===== src/hdl/txc_pkg.sv =====
`default_nettype none

package txc_pkg;

    localparam int ROWS_DEF = 25;
    localparam int COLS_DEF = 80;

    localparam int PADDR_W = 3;
    localparam int PDATA_W = 32;

    localparam logic [PADDR_W-3:0] REG_TEXT_ATTR = '0;

    localparam logic [7:0] SPACE_CHAR = 8'h20;
    localparam logic [7:0] LF_CHAR    = 8'h0A;
    localparam logic [7:0] CR_CHAR    = 8'h0D;
    localparam logic [7:0] RESET_ATTR = 8'h07;

    localparam logic [1:0] REQ_PUT   = 2'd0;
    localparam logic [1:0] REQ_SET   = 2'd1;
    localparam logic [1:0] REQ_CLEAR = 2'd2;
    localparam logic [1:0] REQ_READ  = 2'd3;

    typedef struct packed {
        logic [1:0] req_type;
        logic [7:0] char_code;
        logic [4:0] target_row;
        logic [6:0] target_col;
    } req_t;

    typedef struct packed {
        logic [4:0] cursor_row;
        logic [6:0] cursor_col;
        logic [7:0] read_char;
        logic [7:0] read_attr;
    } rsp_t;

endpackage

`default_nettype wire


===== src/hdl/txc_engine.sv =====
`default_nettype none

module txc_engine
    import txc_pkg::*;
#(
    parameter int ROWS = ROWS_DEF,
    parameter int COLS = COLS_DEF,
    parameter int AW   = $clog2(ROWS_DEF * COLS_DEF)
)
(
    input  wire logic          clk,
    input  wire logic          rst_n,
    input  wire logic          req_valid,
    output logic               req_stall,
    input  wire req_t          req,
    output logic               rsp_valid,
    input  wire logic          rsp_stall,
    output rsp_t               rsp,
    input  wire logic [7:0]    text_attr,
    output logic               mem_we,
    output logic      [AW-1:0] mem_waddr,
    output logic      [15:0]   mem_wdata,
    output logic               mem_re,
    output logic      [AW-1:0] mem_raddr,
    input  wire logic [15:0]   mem_rdata
);

    localparam int N  = ROWS * COLS;
    localparam int RW = $clog2(ROWS);
    localparam int CW = $clog2(COLS);
    localparam int SW = $clog2(N + 1);

    localparam logic [2:0] S_IDLE   = 3'd0;
    localparam logic [2:0] S_PUT    = 3'd1;
    localparam logic [2:0] S_READ   = 3'd2;
    localparam logic [2:0] S_SCROLL = 3'd3;
    localparam logic [2:0] S_BLANK  = 3'd4;
    localparam logic [2:0] S_FILL   = 3'd5;
    localparam logic [2:0] S_DONE   = 3'd6;

    logic [2:0]    state_reg, state_next;
    logic          boot_reg, boot_next;
    logic [RW-1:0] cur_row_reg, cur_row_next;
    logic [CW-1:0] cur_col_reg, cur_col_next;
    logic [SW-1:0] scan_reg, scan_next;
    logic [AW-1:0] addr_reg, addr_next;
    logic [7:0]    char_reg, char_next;
    logic          is_read_reg, is_read_next;
    logic [7:0]    fill_attr_reg, fill_attr_next;
    logic          rsp_valid_reg, rsp_valid_next;
    rsp_t          rsp_reg, rsp_next;

    logic [RW-1:0] trow_c;
    logic [CW-1:0] tcol_c;
    logic          accept;

    assign accept = req_valid && (state_reg == S_IDLE);

    always_comb
    begin
        if (32'(req.target_row) >= ROWS)
        begin
            trow_c = RW'(ROWS - 1);
        end
        else
        begin
            trow_c = RW'(req.target_row);
        end
        if (32'(req.target_col) >= COLS)
        begin
            tcol_c = CW'(COLS - 1);
        end
        else
        begin
            tcol_c = CW'(req.target_col);
        end
    end

    always_comb
    begin
        state_next     = state_reg;
        boot_next      = boot_reg;
        cur_row_next   = cur_row_reg;
        cur_col_next   = cur_col_reg;
        scan_next      = scan_reg;
        addr_next      = addr_reg;
        char_next      = char_reg;
        is_read_next   = is_read_reg;
        fill_attr_next = fill_attr_reg;
        rsp_valid_next = rsp_valid_reg;
        rsp_next       = rsp_reg;
        mem_we         = 1'b0;
        mem_waddr      = scan_reg[AW-1:0];
        mem_wdata      = {text_attr, SPACE_CHAR};
        mem_re         = 1'b0;
        mem_raddr      = addr_reg;

        if (rsp_valid_reg && !rsp_stall)
        begin
            rsp_valid_next = 1'b0;
        end

        unique case (state_reg)
            S_IDLE:
            begin
                if (accept)
                begin
                    char_next    = req.char_code;
                    is_read_next = (req.req_type == REQ_READ);
                    unique case (req.req_type)
                        REQ_PUT:
                        begin
                            if (req.char_code == LF_CHAR)
                            begin
                                cur_col_next = '0;
                                if (cur_row_reg == RW'(ROWS - 1))
                                begin
                                    scan_next  = SW'(COLS);
                                    state_next = S_SCROLL;
                                end
                                else
                                begin
                                    cur_row_next = cur_row_reg + 1'b1;
                                    state_next   = S_DONE;
                                end
                            end
                            else if (req.char_code == CR_CHAR)
                            begin
                                cur_col_next = '0;
                                state_next   = S_DONE;
                            end
                            else
                            begin
                                addr_next  = AW'(32'(cur_row_reg) * COLS + 32'(cur_col_reg));
                                state_next = S_PUT;
                            end
                        end
                        REQ_SET:
                        begin
                            cur_row_next = trow_c;
                            cur_col_next = tcol_c;
                            state_next   = S_DONE;
                        end
                        REQ_CLEAR:
                        begin
                            cur_row_next   = '0;
                            cur_col_next   = '0;
                            scan_next      = '0;
                            fill_attr_next = text_attr;
                            state_next     = S_FILL;
                        end
                        REQ_READ:
                        begin
                            addr_next  = AW'(32'(trow_c) * COLS + 32'(tcol_c));
                            state_next = S_READ;
                        end
                        default:
                        begin
                            state_next = S_DONE;
                        end
                    endcase
                end
            end
            S_PUT:
            begin
                mem_we    = 1'b1;
                mem_waddr = addr_reg;
                mem_wdata = {text_attr, char_reg};
                if (cur_col_reg == CW'(COLS - 1))
                begin
                    cur_col_next = '0;
                    if (cur_row_reg == RW'(ROWS - 1))
                    begin
                        scan_next  = SW'(COLS);
                        state_next = S_SCROLL;
                    end
                    else
                    begin
                        cur_row_next = cur_row_reg + 1'b1;
                        state_next   = S_DONE;
                    end
                end
                else
                begin
                    cur_col_next = cur_col_reg + 1'b1;
                    state_next   = S_DONE;
                end
            end
            S_READ:
            begin
                mem_re     = 1'b1;
                state_next = S_DONE;
            end
            S_SCROLL:
            begin
                mem_re    = (32'(scan_reg) < N);
                mem_raddr = scan_reg[AW-1:0];
                mem_we    = (32'(scan_reg) > COLS);
                mem_waddr = AW'(scan_reg - SW'(COLS + 1));
                mem_wdata = mem_rdata;
                if (32'(scan_reg) == N)
                begin
                    scan_next  = SW'((ROWS - 1) * COLS);
                    state_next = S_BLANK;
                end
                else
                begin
                    scan_next = scan_reg + 1'b1;
                end
            end
            S_BLANK:
            begin
                mem_we = 1'b1;
                if (32'(scan_reg) == N - 1)
                begin
                    state_next = S_DONE;
                end
                else
                begin
                    scan_next = scan_reg + 1'b1;
                end
            end
            S_FILL:
            begin
                mem_we    = 1'b1;
                mem_wdata = {fill_attr_reg, SPACE_CHAR};
                if (32'(scan_reg) == N - 1)
                begin
                    boot_next  = 1'b0;
                    state_next = boot_reg ? S_IDLE : S_DONE;
                end
                else
                begin
                    scan_next = scan_reg + 1'b1;
                end
            end
            S_DONE:
            begin
                if (!rsp_valid_reg || !rsp_stall)
                begin
                    rsp_valid_next      = 1'b1;
                    rsp_next.cursor_row = 5'(cur_row_reg);
                    rsp_next.cursor_col = 7'(cur_col_reg);
                    rsp_next.read_char  = is_read_reg ? mem_rdata[7:0] : 8'h00;
                    rsp_next.read_attr  = is_read_reg ? mem_rdata[15:8] : 8'h00;
                    state_next          = S_IDLE;
                end
            end
            default:
            begin
                state_next = S_IDLE;
            end
        endcase
    end

    always_ff @(posedge clk or negedge rst_n)
    begin
        if (!rst_n)
        begin
            state_reg     <= S_FILL;
            boot_reg      <= 1'b1;
            cur_row_reg   <= '0;
            cur_col_reg   <= '0;
            scan_reg      <= '0;
            fill_attr_reg <= RESET_ATTR;
            rsp_valid_reg <= 1'b0;
        end
        else
        begin
            state_reg     <= state_next;
            boot_reg      <= boot_next;
            cur_row_reg   <= cur_row_next;
            cur_col_reg   <= cur_col_next;
            scan_reg      <= scan_next;
            fill_attr_reg <= fill_attr_next;
            rsp_valid_reg <= rsp_valid_next;
        end
    end

    always_ff @(posedge clk)
    begin
        addr_reg    <= addr_next;
        char_reg    <= char_next;
        is_read_reg <= is_read_next;
        rsp_reg     <= rsp_next;
    end

    assign req_stall = (state_reg != S_IDLE);
    assign rsp_valid = rsp_valid_reg;
    assign rsp       = rsp_reg;

    a_cursor_in_range: assert property (@(posedge clk) disable iff (!rst_n)
        (32'(cur_row_reg) < ROWS) && (32'(cur_col_reg) < COLS))
        else $error("Cursor left the screen.");

    a_accept_leaves_idle: assert property (@(posedge clk) disable iff (!rst_n)
        (req_valid && !req_stall) |=> (state_reg != S_IDLE))
        else $error("Accepted transaction did not start work.");

    a_rsp_from_done: assert property (@(posedge clk) disable iff (!rst_n)
        $rose(rsp_valid_reg) |-> ($past(state_reg) == S_DONE))
        else $error("Result raised outside the completion state.");

    a_boot_blocks_requests: assert property (@(posedge clk) disable iff (!rst_n)
        boot_reg |-> (req_stall && !rsp_valid_reg))
        else $error("Requests taken during the power-up clearing pass.");

endmodule

`default_nettype wire

===== config.mk =====
export PLATFORM = sky130hd
export DESIGN_NAME = txc_engine
export DESIGN_NICKNAME = d
export VERILOG_FILES = /design/src/hdl/txc_pkg.sv /design/src/hdl/txc_engine.sv
export SDC_FILE = /design/constraint.sdc
export NUM_CORES = 1
export LEC_CHECK = 0
export BUFFER_PORTS_ARGS = -buffer_cell sky130_fd_sc_hd__buf_2
export CORE_ASPECT_RATIO = 1.5
export CORE_UTILIZATION = 30
export DETAILED_ROUTE_END_ITERATION = 7
export GPL_TIMING_DRIVEN = 0
export PLACE_DENSITY = 0.56
export SLEW_MARGIN = 5
export SYNTH_ARGS = -nofsm -noshare
export SYNTH_HDL_FRONTEND = slang
export SYNTH_SLANG_ARGS = --single-unit

===== constraint.sdc =====
create_clock -name clk -period 4.3 [get_ports clk]
set_input_delay 0.215 -clock clk [delete_from_list [all_inputs] [get_ports clk]]
set_output_delay 0.215 -clock clk [all_outputs]
set_load 0.05 [all_outputs]

======== Word level (Yosys, flattened, before mapping) ========
Index checks and enable logic that the tools add are counted.
cells by class
  add/sub/neg operators ................... 6
  multipliers ............................. 2
  divide/modulo/power cells ............... 0
  $lt $le $gt $ge ......................... 4
  equal/unequal tests ..................... 28
  shifts and indexed selects .............. 0
  mux-type cells .......................... 45
  bitwise gates (word level) .............. 0
  reductions and logical operators ........ 22
operator list
  kind                     count
  $mux W11                 9
  $pmux W11 S2             3
  $pmux W16 S3             1
  $pmux W11 S4             1
  $mux W7                  5
  $mux W3                  10
  $mux W5                  5
  $add A11 B7 Y11          2
  $eq A11 B11 Y1 const B   2
  $pmux W3 S7              1
  $pmux W7 S3              1
  $ne A2 B2 Y1 const B     9
  $eq A8 B4 Y1 const B     2
  $pmux W5 S3              1
  $reduce_and A5 Y1        3
  $mul A5 B3 Y7 const B    2
  $pmux W7 S2              1
  $pmux W3 S4              1
  $add A11 B1 Y11 const B  1
  $gt A11 B7 Y1 const B    1
  $lt A11 B11 Y1 const B   1
  $sub A11 B7 Y11 const B  1
  $pmux W5 S2              1
  $eq A3 B3 Y1 const B     3
  30 further kinds         40
storage, ports and cells
  register bits after elaboration ......... 84
  bits in latches ......................... 0
  memory bits (writable) .................. 0
  memory bits (read-only) ................. 0
  bits of input ports ..................... 50
  output and inout bits ................... 70
  memories kept ........................... 0

======== Logic depth before layout (Yosys ltp) ========
Gate-level depths: netlist of the first run.
  depth in word-level cells ............... 6
  depth in mapped cells ................... 10
  depth with buffers taken out ............ 10

======== Worst setup path before layout of the first run ========
Ideal clock, no wire load.
  path kind ............................... register to register
  start point ............................. reg state_reg[1]
  end point ............................... reg addr_reg[0] (enable)
  library setup time ...................... 441 ps
  arrival ................................. 3143 ps
  data required time ...................... 3859 ps
  setup slack ............................. 716 ps
  stages on the path, launching flop included .. 5
  clock period less this slack ............ 3584 ps
  path through ............................ dfrtp_1 clkbuf_1 nor3_1 inv_1 a2111oi_0
between the ends
  word-level cells in the longest chain between the ends .. 3
RTL lines
  element                        RTL line                             source
  from (decl)                    txc_engine.sv:41                     logic [2:0] state_reg, state_next;
  from (signal assigned)         txc_engine.sv:270                    state_reg <= state_next;
  $logic_not A3 Y1 *             txc_engine.sv:57, txc_engine.sv:103
  $logic_and A1 B1 Y1            txc_engine.sv:57                     assign accept = req_valid && (state_reg == S_IDLE);
  $reduce_and A5 Y1 (no line) *  --
  to (signal assigned)           txc_engine.sv:282                    addr_reg <= addr_next;
  to (decl)                      txc_engine.sv:46                     logic [AW-1:0] addr_reg, addr_next;
Every way passes the cells marked *; elsewhere a longest branch is shown, timed or not.
A chain may end at the register's enable or synchronous reset.

======== Worst setup path after layout of the first run ========
  start point ............................. reg scan_reg[0]
  end point ............................... out mem_waddr[10]
between the ends
  word-level cells in the longest chain between the ends .. 2
RTL lines
  element                 RTL line           source
  from (decl)             txc_engine.sv:45   logic [SW-1:0] scan_reg, scan_next;
  from (signal assigned)  txc_engine.sv:274  scan_reg <= scan_next;
  $sub A11 B7 Y11         txc_engine.sv:199  mem_waddr = AW'(scan_reg - SW'(COLS + 1));
  $pmux W11 S2            txc_engine.sv:103  unique case (state_reg)
  to (decl)               txc_engine.sv:21   output logic [AW-1:0] mem_waddr,
Every way passes these cells.

==> flow_summary_export.csv, run 1 <==
group,metric,value,unit
power,leakage,2.80,nW
finish,final_common_cell,"buf_2",
detailed_routing,drt_first_iter_violations,363,
critical_path,r2r_slack,1.42,ns
synth,ys_ff_latch,84,
synth,syn_area_per_cell,9.44,um^2
clock_network,cts_max_level,3,
clock_network,clkSinkCount,84,
synth,ys.flop_type,"edfxtp_1",
clock_network,clkLatencyLatePin,0.35,ns
timing,period_share,76.9,%
synth,synth_area,5380,um^2
global_route,antenna_found_initial,0,
global_route,grt_max_degree,37,
synth,async_flop_share,42.9,%
min_path,hold_class,"in -> async",
critical_path,endpoint_kind,"output pin",
detailed_routing,wl_met1,6200,um
power,switching_share,46.4,%
critical_path,reg2reg_to,"fill_attr_reg[7]",
status,status,"complete, but fails checks",
detailed_routing,post_drt_wl_per_cell,17.4,um
clock_network,cts-buffers-inserted,9,
timing,skew,0.0183,ns
clock_network,postCtsHoldBufs,0,
synth,synth_edf_count,48,
global_route,grt_usage,17.7,%
power,comb_power_share,49.7,%
detailed_routing,drc_errors,24,
die,die_height,166,um
clock_network,cts_resized,0,
detailed_routing,wl_met2,8340,um
critical_path,arrival,3.09,ns
finish,fin_cells,921,
global_route,grt_pass1_wl,25500,um
die,ios,120,
run,max_cap_violations,0,
timing,drv_slew,0,
timing,relSlewSlack,41.9,%
clock_network,clockRootBuffer,"clkbuf_16",
die,coreArea,17400,um^2
finish,n_antenna_cell,0,
detailed_routing,postRouteAntennaNets,0,
power,p_switching,2.09,mW
critical_path,r2r_start,"state_reg[1]",
power,clockPowerShare,20.0,%
synth,ys.warnings.count,0,
detailed_routing,routed_wl,16000,um
finish,synthToLayoutAreaGrowth,23.0,%
timing,worst_pin_slew,0.871,ns
clock_network,cts_buffer_depth,2,
clock_network,post-cts-setup-buffer-count,0,
placed_design,gp_congestion,0.858,
status,violations,"design-rule violations, negative hold slack",
synth,syn_inst,570,
die,rows,59,
power,p_per_area,682,nW/um^2
timing,clock.fmax,302,MHz
detailed_routing,drt_pass1_iterations,7,
detailed_routing,vias,4881,
clock_network,cts_tree,"done",
finish,drive_gt1_share,23.2,%
critical_path,startpoint_type,"register",
power,p_total,4.52,mW
timing,setup_tns,0,ns
global_route,globalRoute.totalOverflow,0,
die,die_w,111,um
detailed_routing,viasPerCell,5.30,
synth,yosysUniqueCellTypes,67,
global_route,grt_pass1_vias,4895,
finish,largest_reg_flops,28,
placed_design,io_buffers,119,
placed_design,dpl.hpwl,12500,um
finish,multi_input_area,2840,um^2
detailed_routing,dr_wl_met3,801,um
finish,final_cell_mix,"buf_2, nand2_1, edfxtp_1",
clock_network,clk_pin_slew,0.06,ns
power,vdd_drop_max,0.000195,V
power,internal-power,2.42,mW
detailed_routing,highest_layer,"met4",
finish,fin_nets,783,
synth,syn_nets,650,
finish,seq_area,2350,um^2
power,seq_power_share,30.3,%
timing,rsz0062_at_grt,"no",
critical_path,ff2ff_path_depth,6,
die,initial_core_util,30.9,%
die,dieArea,18500,um^2
critical_path,critPathMaxFanout,6,
placed_design,post-place-cells,905,
critical_path,path_class,"reg -> out",
timing,setup_viol,0,
finish,nFillCells,1804,
synth,yosysSeqAreaShare,43.7,%
critical_path,critPathRequiredTime,4.09,ns
timing,fin_crit,3.31,ns
timing,hold_viol,17,
timing,holdWs,-0.0177,ns
-- power by group through the flow --
stage / registers (mW) / logic (mW) / clock network [mW]
3_5_place_dp: 1.38 / 2.25 / 0
2_1_floorplan: 1.50 / 1.50 / 0
6_report: 1.37 / 2.25 / 0.902
4_1_cts: 1.37 / 2.25 / 0.916
3_3_place_gp: 1.39 / 2.22 / 0
5_1_grt: 1.40 / 2.44 / 0.949
-- metrics by stage --
step | area, um^2 | utilization, % | hold slack [ns] | setup WS (ns)
4_1_cts | 6620 | 38.0 | 0.0104 | 0.979
6_report | 6620 | 38.0 | -0.0177 | 0.992
3_5_place_dp | 6280 | 36.0 | 0.394 | 1.34
3_3_place_gp | 6240 | 35.8 | 0.382 | -0.648
2_1_floorplan | 5380 | - | -0.0806 | 0.716
5_1_grt | 6620 | 38.0 | 0.0663 | 0.872
-- cell families after synthesis --
family | count (synthesis) | share of synthesized area (%)
compound gates | 174 | 21.0
mux | 13 | 2.63
xor+xnor | 15 | 2.44
simple gates | 200 | 19.0
buf+inv | 53 | 3.70
flops | 84 | 43.7
fa+ha+maj | 31 | 7.58
-- how the worst max path moves through the flow --
stage	end	cells past startpoint	from
finish	mem_waddr[10]	8	scan_reg[0]
global placement	rsp[25]	3	state_reg[2]
floorplan	addr_reg[0]	4	state_reg[1]
CTS	mem_waddr[10]	8	scan_reg[0]
global route	mem_waddr[10]	8	scan_reg[0]
detailed placement	mem_waddr[10]	8	scan_reg[0]
-- cell usage after synthesis, drive strengths merged, types with 7 or more instances --
cell type  count  area share (%)
nor3          10            0.93
xnor2          9             1.5
a22o          12             2.0
nand3         21             2.0
o211ai         7            0.98
nand2         58             4.0
mux2           9             1.9
a21oi         41             3.8
o21ai         39             3.7
nor2          43             3.0
clkbuf        33             2.3
nor2b         10             1.2
a31oi         11             1.3
ha            27             6.3
edfxtp        48              27
inv           17             1.2
and2          21             2.4
o22ai         18             2.1
dfrtp         30              14
-- critical path, cell delays in order, from the launching register on --
cell and delay (ns):
dfrtp_1 0.44, inv_1 0.16, ha_1 0.21, or3b_2 0.52
a21o_1 0.26, a2111oi_0 0.52, mux2i_1 0.13, a21oi_1 0.21
buf_2 0.30
-- metal layers --
metal	GRT usage (%)	vias to the layer above
li1	-	2381
met1	19.6	2303
met2	32.2	158
met3	2.77	39
met4	9.75	0
met5	0	-
-- final cells by class --
class                   count  area share, %
multi-input cells         433           42.9
flip-flops and latches     84           35.5
repair buffers            122           9.36
well taps                 213           4.03
clock buffers              10           3.46
plain buffers              36           2.04
clock inverters             6           1.70
inverters                  17          0.964
Note: power is estimated with default switching activity, not from simulation.
==> inputs of run 2 (changes only) <==
--- a/config.mk
+++ b/config.mk
@@ -10,7 +10,7 @@
 export CORE_UTILIZATION = 30
 export DETAILED_ROUTE_END_ITERATION = 7
 export GPL_TIMING_DRIVEN = 0
-export PLACE_DENSITY = 0.56
+export PLACE_DENSITY = 0.58
 export SLEW_MARGIN = 5
 export SYNTH_ARGS = -nofsm -noshare
 export SYNTH_HDL_FRONTEND = slang
==> constraint.sdc (replaced) <==
create_clock -name clk -period 2.72 [get_ports clk]
set_input_delay 0.136 -clock clk [delete_from_list [all_inputs] [get_ports clk]]
set_output_delay 0.136 -clock clk [all_outputs]
set_load 0.05 [all_outputs]
==> run 2 against run 1 <==
The run ends with design-rule violations left. Sequential power up 58%. Highest routed layer unchanged. Non-clock buffer count up 8. Utilization up 0.95 points. Final cell count up 0.87%. Total power up 57%. Flip-flop and latch count unchanged.
==> flow_summary_export.csv, run 2 (same netlist as run 1, synthesis figures left out) <==
group,metric,value,unit
status,status,"complete, but fails checks",
status,violations,"design-rule violations",
timing,rsz0062_at_grt,"no",
power,comb_power_share,52.2,%
global_route,grt_max_degree,37,
finish,fin_nets,791,
critical_path,critPathMaxFanout,5,
critical_path,r2r_slack,0.17,ns
placed_design,gp_congestion,0.861,
global_route,antenna_found_initial,0,
detailed_routing,postRouteAntennaNets,0,
finish,largest_reg_flops,28,
critical_path,reg2reg_to,"addr_reg[10]",
clock_network,clockRootBuffer,"clkbuf_16",
timing,skew,0.00733,ns
power,internal-power,3.69,mW
power,seq_power_share,30.5,%
critical_path,r2r_start,"cur_row_reg[1]",
clock_network,cts-buffers-inserted,9,
die,ios,120,
detailed_routing,routed_wl,16300,um
critical_path,critPathRequiredTime,2.58,ns
critical_path,endpoint_kind,"output pin",
die,die_height,166,um
timing,setup_tns,0,ns
placed_design,post-place-cells,903,
min_path,hold_start,"req[17]",
global_route,grt_pass1_wl,25700,um
critical_path,path_delay_family,"compound AO/OA/AOI/OAI gates",
timing,hold_viol,0,
clock_network,clkSinkCount,84,
timing,worst_pin_slew,0.907,ns
power,p_switching,3.41,mW
timing,relSlewSlack,39.5,%
finish,final_common_cell,"buf_2",
critical_path,path_class,"reg -> out",
clock_network,clkLatencyLatePin,0.36,ns
finish,fin_util,38.9,%
detailed_routing,drc_errors,26,
detailed_routing,drt_first_iter_violations,384,
finish,multi_input_area,2940,um^2
timing,clock.fmax,379,MHz
min_path,worstHoldPathCells,1,
finish,fin_cells,929,
min_path,min_to,"char_reg[5]",
finish,synthToLayoutAreaGrowth,26.1,%
die,die_w,111,um
placed_design,io_buffers,119,
finish,drive_gt1_share,26.0,%
finish,n_antenna_cell,0,
clock_network,cts_max_level,3,
detailed_routing,vias,4927,
clock_network,clk_pin_slew,0.06,ns
global_route,grt_usage,18.0,%
clock_network,cts_tree,"done",
critical_path,max_stage_delay,0.43,ns
timing,fin_ws,0.0846,ns
min_path,hold_class,"in -> reg",
timing,period_share,96.9,%
power,switching_share,48.1,%
power,p_per_area,1050,nW/um^2
power,leakage,2.83,nW
finish,nFillCells,1805,
clock_network,cts_buffer_depth,2,
critical_path,arrival,2.50,ns
critical_path,path_buf_inv,2,
die,coreArea,17400,um^2
critical_path,startpoint_type,"register",
finish,seq_area,2350,um^2
timing,drv_slew,0,
run,max_cap_violations,0,
placed_design,detailedPlace.worstSlack,-0.271,ns
critical_path,path_depth,8,
critical_path,ff2ff_path_depth,8,
critical_path,cp_cell_sequence,"inv_4, ha_4, or3b_4, a21o_4, a2111oi_4, mux2i_1, a21oi_2, buf_6",
power,vdd_drop_max,0.000427,V
power,clockPowerShare,17.3,%
detailed_routing,post_drt_wl_per_cell,17.6,um
die,initial_core_util,30.9,%
global_route,globalRoute.totalOverflow,0,
global_route,grt_pass1_vias,4747,
die,rows,59,
finish,final_cell_mix,"buf_2, nand2_1, edfxtp_1",
detailed_routing,viasPerCell,5.30,
die,dieArea,18500,um^2
timing,setup_viol,0,
detailed_routing,drt_pass1_iterations,7,
timing,fin_crit,2.64,ns
critical_path,critical_path.slowest_cell,"dfrtp_2",
placed_design,dpl.hpwl,12600,um
-- run 2: cell types whose count changed in the layout (fill, tap and decap cells not counted), sizes merged --
cell / change
buf: -1
bufinv: -3
clkbuf: +1
clkinv: -1
clkinvlp: +1
dlygate4sd3: +8
inv: +3
-- run 2: power groups by stage --
stage               Combinational, mW  Clock, mW  Sequential [mW]
detailed placement               3.57          0             2.18
global route                     4.02       1.30             2.21
floorplan                        2.38          0             2.36
finish                           3.71       1.23             2.16
CTS                              3.66       1.25             2.17
global placement                 3.52          0             2.18
-- run 2: per-stage QoR --
| stage | power, mW | area, um^2 | hold slack (ns) |
|---|---|---|---|
| floorplan | 4.75 | 5400 | -0.160 |
| global placement | 5.70 | 6260 | 0.345 |
| detailed placement | 5.74 | 6290 | 0.347 |
| CTS | 7.08 | 6730 | 0.0211 |
| global route | 7.53 | 6780 | 0.0291 |
| finish | 7.10 | 6780 | 0.0288 |
-- run 2: per-layer routing --
layer / part of all wire [%] / track usage (%)
met2: 51 / 32.6
met5: 0 / 0
met3: 5.0 / 2.96
met4: 2.7 / 8.64
met1: 41 / 20.5
-- run 2: how the worst max path moves through the flow --
stage	end	startpoint	slack, ns
floorplan	mem_waddr[10]	scan_reg[0]	0.06
global placement	rsp[24]	state_reg[2]	-0.61
detailed placement	mem_waddr[10]	scan_reg[0]	-0.27
CTS	mem_waddr[10]	scan_reg[0]	-0.0006
global route	mem_waddr[10]	scan_reg[0]	0.001
finish	mem_waddr[10]	scan_reg[0]	0.08
-- run 2: what timing repair did --
action	4_1_cts	5_1_grt
gates resized for setup	21	16
hold buffers	8	0
hold endpoints to repair	37	0
endpoints found under the setup margin	34	33
buffers inserted	0	2
pin swaps	1	0
-- run 2: final cells by class --
| class | count | area share, % |
|---|---|---|
| Tap cell | 213 | 3.93 |
| Clock inverter | 6 | 0.830 |
| Buffer | 36 | 2.12 |
| Multi-Input combinational cell | 433 | 43.3 |
| Timing Repair Buffer | 130 | 10.6 |
| Clock buffer | 10 | 3.52 |
| Inverter | 17 | 1.01 |
| Sequential cell | 84 | 34.7 |
